[config.mk]
export PLATFORM = sky130hd
export DESIGN_NAME = cpt_mul
export DESIGN_NICKNAME = d
export VERILOG_FILES = /design/src/sv/cpt_pkg.sv /design/src/sv/cpt_mul.sv
export SDC_FILE = /design/constraint.sdc
export NUM_CORES = 1
export LEC_CHECK = 0
export BUFFER_PORTS_ARGS = -buffer_cell sky130_fd_sc_hd__buf_4
export CORE_MARGIN = 2
export CORE_UTILIZATION = 50
export CTS_BUF_LIST = sky130_fd_sc_hd__clkbuf_2
export DETAILED_ROUTE_END_ITERATION = 10
export PLACE_DENSITY = 0.8
export RECOVER_POWER = 25
export SYNTH_ARGS = -nofsm -noshare
export SYNTH_HDL_FRONTEND = slang
export SYNTH_SLANG_ARGS = --single-unit
export TNS_END_PERCENT = 50
[constraint.sdc]
create_clock -name clk -period 3.56 [get_ports clk]
set_input_delay 0.178 -clock clk [delete_from_list [all_inputs] [get_ports clk]]
set_output_delay 0.178 -clock clk [all_outputs]
set_load 0.1 [all_outputs]
[src/sv/cpt_pkg.sv]
// ----------------------------------------------------------------------------
// cpt_pkg: shared types and widths for the closest-point-on-triangle block
// Item formats, internal word widths and the parameter clamp used by the
// region selection.
// ----------------------------------------------------------------------------
package cpt_pkg;

	localparam int XW = 32;       // coordinate width
	localparam int EW = 33;       // edge and offset vector width
	localparam int DW = 67;       // dot product width
	localparam int HW = 70;       // width of sums of dot products
	localparam int PW = 136;      // width of det, s, t and the region parameters
	localparam int NW = 172;      // width of the rounded numerator
	localparam int QW = 34;       // quotient magnitude bits
	localparam int MUL_SW = 8;    // multiplier digit width, one digit per stage

	typedef struct packed {
		logic signed [XW-1:0] vertex0_x;
		logic signed [XW-1:0] vertex0_y;
		logic signed [XW-1:0] vertex0_z;
		logic signed [XW-1:0] vertex1_x;
		logic signed [XW-1:0] vertex1_y;
		logic signed [XW-1:0] vertex1_z;
		logic signed [XW-1:0] vertex2_x;
		logic signed [XW-1:0] vertex2_y;
		logic signed [XW-1:0] vertex2_z;
		logic signed [XW-1:0] query_x;
		logic signed [XW-1:0] query_y;
		logic signed [XW-1:0] query_z;
	} cpt_in_t;

	typedef struct packed {
		logic signed [XW-1:0] closest_x;
		logic signed [XW-1:0] closest_y;
		logic signed [XW-1:0] closest_z;
	} cpt_out_t;

	typedef struct packed {
		logic signed [HW-1:0] num;
		logic signed [HW-1:0] den;
	} cpt_ratio_t;

	// Limits n/q to [0,1]; a denominator that is not positive gives 0/1.
	function automatic cpt_ratio_t clamp_ratio(logic signed [HW-1:0] n,
		logic signed [HW-1:0] q);
		cpt_ratio_t r;
		r.num = n;
		r.den = q;
		if (q <= 0) begin
			r.num = '0;
			r.den = HW'(1);
		end else if (n <= 0) begin
			r.num = '0;
		end else if (n >= q) begin
			r.num = q;
		end
		return r;
	endfunction

endpackage

[src/sv/cpt_mul.sv]
// ----------------------------------------------------------------------------
// cpt_mul: pipelined signed multiplier
// Takes one digit of b per stage, multiplies it by a and accumulates.
// ----------------------------------------------------------------------------
module cpt_mul #(
	parameter int AW = 8,
	parameter int BW = 8
) (
	input  logic                     clk,
	input  logic signed [AW-1:0]     a,
	input  logic signed [BW-1:0]     b,
	output logic signed [AW+BW-1:0]  p
);
	import cpt_pkg::*;

	localparam int NS = (BW + MUL_SW - 1) / MUL_SW;
	localparam int RW = AW + BW;

	logic signed [AW-1:0] a_s   [NS];
	logic signed [BW-1:0] b_s   [NS];
	logic signed [RW-1:0] acc_s [NS];

	for (genvar k = 0; k < NS; k++) begin : g_stage
		localparam int LO = k * MUL_SW;
		localparam int HI = (k == NS - 1) ? BW - 1 : LO + MUL_SW - 1;
		logic signed [AW-1:0]         a_in;
		logic signed [BW-1:0]         b_in;
		logic signed [RW-1:0]         acc_in;
		logic signed [HI-LO+1:0]      dig;
		logic signed [AW+HI-LO+1:0]   prod;

		if (k == 0) begin : g_first
			assign a_in = a;
			assign b_in = b;
			assign acc_in = '0;
		end else begin : g_next
			assign a_in = a_s[k-1];
			assign b_in = b_s[k-1];
			assign acc_in = acc_s[k-1];
		end

		if (k == NS - 1) begin : g_top
			assign dig = $signed({b_in[HI], b_in[HI:LO]});
		end else begin : g_low
			assign dig = $signed({1'b0, b_in[HI:LO]});
		end

		assign prod = a_in * dig;

		always_ff @(posedge clk) begin
			a_s[k] <= a_in;
			b_s[k] <= b_in;
			acc_s[k] <= acc_in + (RW'(prod) <<< LO);
		end
	end

	assign p = acc_s[NS-1];

endmodule

## Word-level counts from Yosys, hierarchy flattened

Memory sizes are Yosys's and may differ from the RTL's.
Cells that the tools add are included.

| word-level totals | value |
|---|---|
| bits in registers | 0 |
| word-level logic and storage cells | 2 |
| memory bits (writable) | 16 |
| bits of input ports | 17 |
| output and inout bits | 16 |
| memories kept | 1 |

Memories:

| memory | words | width | read ports | clocked after memory_dff | write ports | line | RTL |
|---|---|---|---|---|---|---|---|
| acc_s | 1 | 16 | 1 | 0 | 1 | cpt_mul.sv:21 | `logic signed [RW-1:0] acc_s [NS];` |

| operators by class | value |
|---|---|
| $mul | 1 |

Operators by type and width:

| cell | count |
|---|---|
| 8-bit by 8-bit multiplier with 16-bit output | 1 |

## Longest topological paths before layout

| logic depth | value |
|---|---|
| depth after elaboration | 1 |
| depth in mapped cells | 17 |
| depth with buffers taken out | 17 |

## Least setup slack after synthesis

No wires, ideal clock.

| timing path | value |
|---|---|
| path kind | input -> register |
| start | in b[4] |
| end | mem acc_s[0][11] in the netlist's numbering |
| setup time | 0.062 ns |
| required time | 3.498 ns |
| setup slack | -0.305 ns |
| stages on the path | 15 |
| path buffers | 0 |
| arrival | 3.803 ns |
| cell sequence | and2_1 > fa_1 > inv_1 > fa_1 > inv_1 > fa_1 > inv_1 > fa_1 > inv_1 > ha_1 > a21o_1 > a21oi_2 > a21boi_1 > or4_1 > nand3_1 |

| on the way | value |
|---|---|
| word-level cells in the longest chain between the ends | 1 |

RTL lines:

| element | line | RTL |
|---|---|---|
| start: declaration | cpt_mul.sv:11 | `input logic signed [BW-1:0] b,` |
| 8-bit by 8-bit multiplier with 16-bit output | cpt_mul.sv:48 | `assign prod = a_in * dig;` |
| named net g_stage[0].prod[11] | cpt_mul.sv:30 | `logic signed [AW+HI-LO+1:0] prod;` |
| end: declaration | cpt_mul.sv:21 |  |

The timed path passes the listed nets, and every way through them passes these cells.

## Final worst setup path

| timing path | value |
|---|---|
| start | in a[3] |
| end | mem acc_s[0][15] in the netlist's numbering |

| on the way | value |
|---|---|
| word-level cells in the longest chain between the ends | 1 |

RTL lines:

| element | line | RTL |
|---|---|---|
| start: declaration | cpt_mul.sv:10 | `input logic signed [AW-1:0] a,` |
| 8-bit by 8-bit multiplier with 16-bit output | cpt_mul.sv:48 |  |
| named net g_stage[0].prod[15] | cpt_mul.sv:30 |  |

The timed path passes the listed nets, and every way through them passes these cells.

==> reports/qor.yml <==
worst_setup_path:
  crit_slowest_cell: "fa_1"
  start_kind: "input pin"
  cp.arrival_ns: 3.81
  worst_stage_delay_on_the_critical_path_ns: 0.55
  crit_chain: "buf_8 -> and2_4 -> fa_1 -> inv_2 -> fa_1 -> inv_2 -> fa_1 -> inv_1 -> fa_1 -> inv_2 -> ha_4 -> a21o_1 -> a21oi_4 -> a21oi_2 -> o41ai_2 -> xnor2_1"
  cpMostUsedCell: "fa_1"
  crit_start: "a[3]"
  critical_path.endpoint_type: "flip-flop"
  worst-path-max-fanout: 7
  timing.setup.critical_path_class: "in2reg"
  required_ns: 3.80
power_and_ir_drop:
  max-vdd-ir-drop_v: 0.0007648
  power.static_leakage_nw: 1.862
  power.density_nw_per_um2: 862.0
  finalPower_mw: 3.144
clocking:
  cts_htree_levels: 1
  cts.clk_slew.worst_paths_ns: 0.16
  clock_sinks: 16
  cts_buffers: 3
  cts.path.max_buffers: 2
  cts_root_buffer: "clkbuf_2"
  cts_tree: "done"
synthesis:
  synth_top_area_share_pct: 38.48
  yosysMostFrequentCell: "inv_1"
  ys_types: 27
  avgSynthCellArea_um2: 9.291
  synth.yosys.warnings: 0
  commonest_cells_in_the_synthesized_netlist: "inv_1 (88), fa_1 (55), and2_1 (43)"
  synth-edff-count: 0
  yosys_most_used_dff: "dfxtp_1"
  synth-async-reset-ratio_pct: 0
  yosys.area.top_type: "fa_1"
  largest_cells_by_area_after_synthesis: "fa_1 (38%), ha_1 (13%), inv_1 (12%)"
  mapped_nets: 409
  postSynthCellCount: 308
  ys_ff_latch: 16
  synth.cell_area_um2: 2861
  yosysSeqAreaShare_pct: 11.19
finish:
  fillerInstances: 433
  drive_above_1_share_pct: 27.56
  area_of_combinational_cells_with_multiple_inputs_um2: 2366
  finish.utilization_pct: 66.23
  cell_area_after_layout_um2: 3647
  layoutNonFillerInstCount: 453
  synthToLayoutAreaGrowth_pct: 27.46
  antennaDiodeCount: 0
  largest_register_by_flop_count: "acc_s"
  largest_reg_flops: 16
  layout_top_registers: "acc_s: 16 flops"
  ff_latch_area_um2: 320.3
  num-nets-final: 483
placed_design:
  placedInstanceArea_um2: 3521
  portBuffers: 32
  place.gp.congestion: 0.9027
  detailedPlace.worstSlack_ns: -0.3982
  sum_of_net_half_perimeters_after_detailed_placement_um: 4998
  post-place-cells: 449
timing:
  worst_slew_margin_rel_pct: 22.57
  setup-violations-final: 1
  grt_setup_unrepaired: "true"
  final-hold-violation-count: 0
  finalWorstPathRequiredPeriod_ns: 3.564
  max_clock_freq_mhz: 280.6
  worst_slew_pin_slew_ns: 1.166
  period_share_pct: 100.1
  final_max_slew_viol_count: 0
  layout_setup_ws_ns: -0.003692
floorplan:
  rows: 27
  die-area_um2: 6344
  die_w_um: 79.65
  floorplan.initialDensity_pct: 51.97
  ios: 33
  core_region_area_um2: 5507
  dieHeight_um: 79.65
worst_hold_path:
  holdPathStages: 2
  hp-start: "a[0]"
  worstHoldEndpoint: "acc_s[0][0]$_DFF_P_"
  min-delay-path-class: "in2reg"
global_route:
  globalRouteTotalUtil_pct: 21.38
  largest_net_degree_at_the_start_of_global_routing: 10
  grt_first_pass_wirelength_um: 10610
  grt_antenna_before_repair: 0
  grt_pass1_vias: 2487
  grt_remaining_overflow: 0
drt:
  postRouteWirelength_um: 5802
  wl_per_cell_um: 12.81
  postRouteAntennaNets: 0
  detailedRoute.firstIterationViolations: 50
  drc_errors: 0
  drt_pass_1_iters: 7
  via_count: 2195
  drt_via_density: 4.845
run_status:
  failed_checks: "setup timing"
  run_status: "finished with violations"
job:
  maxcap_violations: 0
[how the worst max path moves through the flow]
stage / endpoint / slack [ns] / depth (start not counted)
2_1_floorplan: acc_s[0][15]$_DFF_P_ / -0.09 / 15
3_3_place_gp: acc_s[0][15]$_DFF_P_ / -0.32 / 14
3_5_place_dp: acc_s[0][15]$_DFF_P_ / -0.40 / 15
4_1_cts: acc_s[0][15]$_DFF_P_ / -0.04 / 16
5_1_grt: acc_s[0][15]$_DFF_P_ / -0.09 / 16
6_report: acc_s[0][15]$_DFF_P_ / -0.004 / 16
[metrics by stage]
stage	hold WS [ns]	TNS (ns)
floorplan	0.2997	-0.3197
global placement	0.4380	-1.818
detailed placement	0.4485	-2.150
CTS	0.1068	-0.03661
global route	0.1481	-0.2628
finish	0.1276	-0.003692
[critical path: cells and delay by family]
kind            cells  cell delay (ns)
buf+inv             5             0.27
simple gates        1             0.15
xor+xnor            1             0.16
fa+ha+maj           5             2.26
compound gates      4             0.78
[power by group]
group,total (mW),internal (mW),switching [mW]
Clock,0.0866,0.0244,0.0622
Combinational,2.76,1.15,1.61
Sequential,0.300,0.280,0.0201
Total,3.14,1.45,1.69
[cells by family (layout without fill, tap and decap cells)]
| kind of cell | Yosys count | count (layout) | share of synthesized area [%] |
|---|---|---|---|
| DFF | 16 | 16 | 11.19 |
| xor gates and xnor gates | 14 | 14 | 4.285 |
| muxes | 1 | 1 | 0.3935 |
| and+or+nand+nor | 84 | 84 | 16.44 |
| AOI/OAI and AO/OA | 21 | 21 | 4.984 |
| buffers and inverters | 88 | 161 | 11.54 |
| adders and majority gates | 84 | 84 | 51.16 |
[layout make-up]
cell class	instances	share of cell area, %
flip-flops and latches	16	8.782
clock buffers	3	0.4117
repair buffers	69	14.31
clock inverters	1	0.1029
multi-input cells	204	64.87
well taps	72	2.470
inverters	88	9.057
[repair_timing]
action | CTS | global route
buffers inserted | 0 | 0
pin swaps | 3 | 26
resized for setup | 4 | 31
setup endpoints to repair | 3 | 6
hold buffers | 0 | 0
[per-layer routing]
layer	global-route usage, %	share of wire, %	up-vias
li1	-	-	1059
met3	2.149	2.9	15
met5	0	0	-
met4	6.207	2.6	0
met1	24.17	38	1080
met2	41.85	57	41
[cell usage in the layout (no fill, tap or decap), types with 3 or more instances in the layout]
cell,Yosys,routed
nor2_1,9,7
xor2_1,3,3
buf_4,0,61
clkbuf_1,0,4
ha_1,29,21
ha_4,0,6
a21oi_1,7,6
and2_1,43,38
inv_1,88,80
clkbuf_2,0,3
dfxtp_1,16,16
nor2b_1,8,5
and2_4,0,4
fa_1,55,53
xnor2_1,11,11
buf_6,0,3
inv_2,0,8
nand2_1,15,14
(Power assumes the default switching activity.)
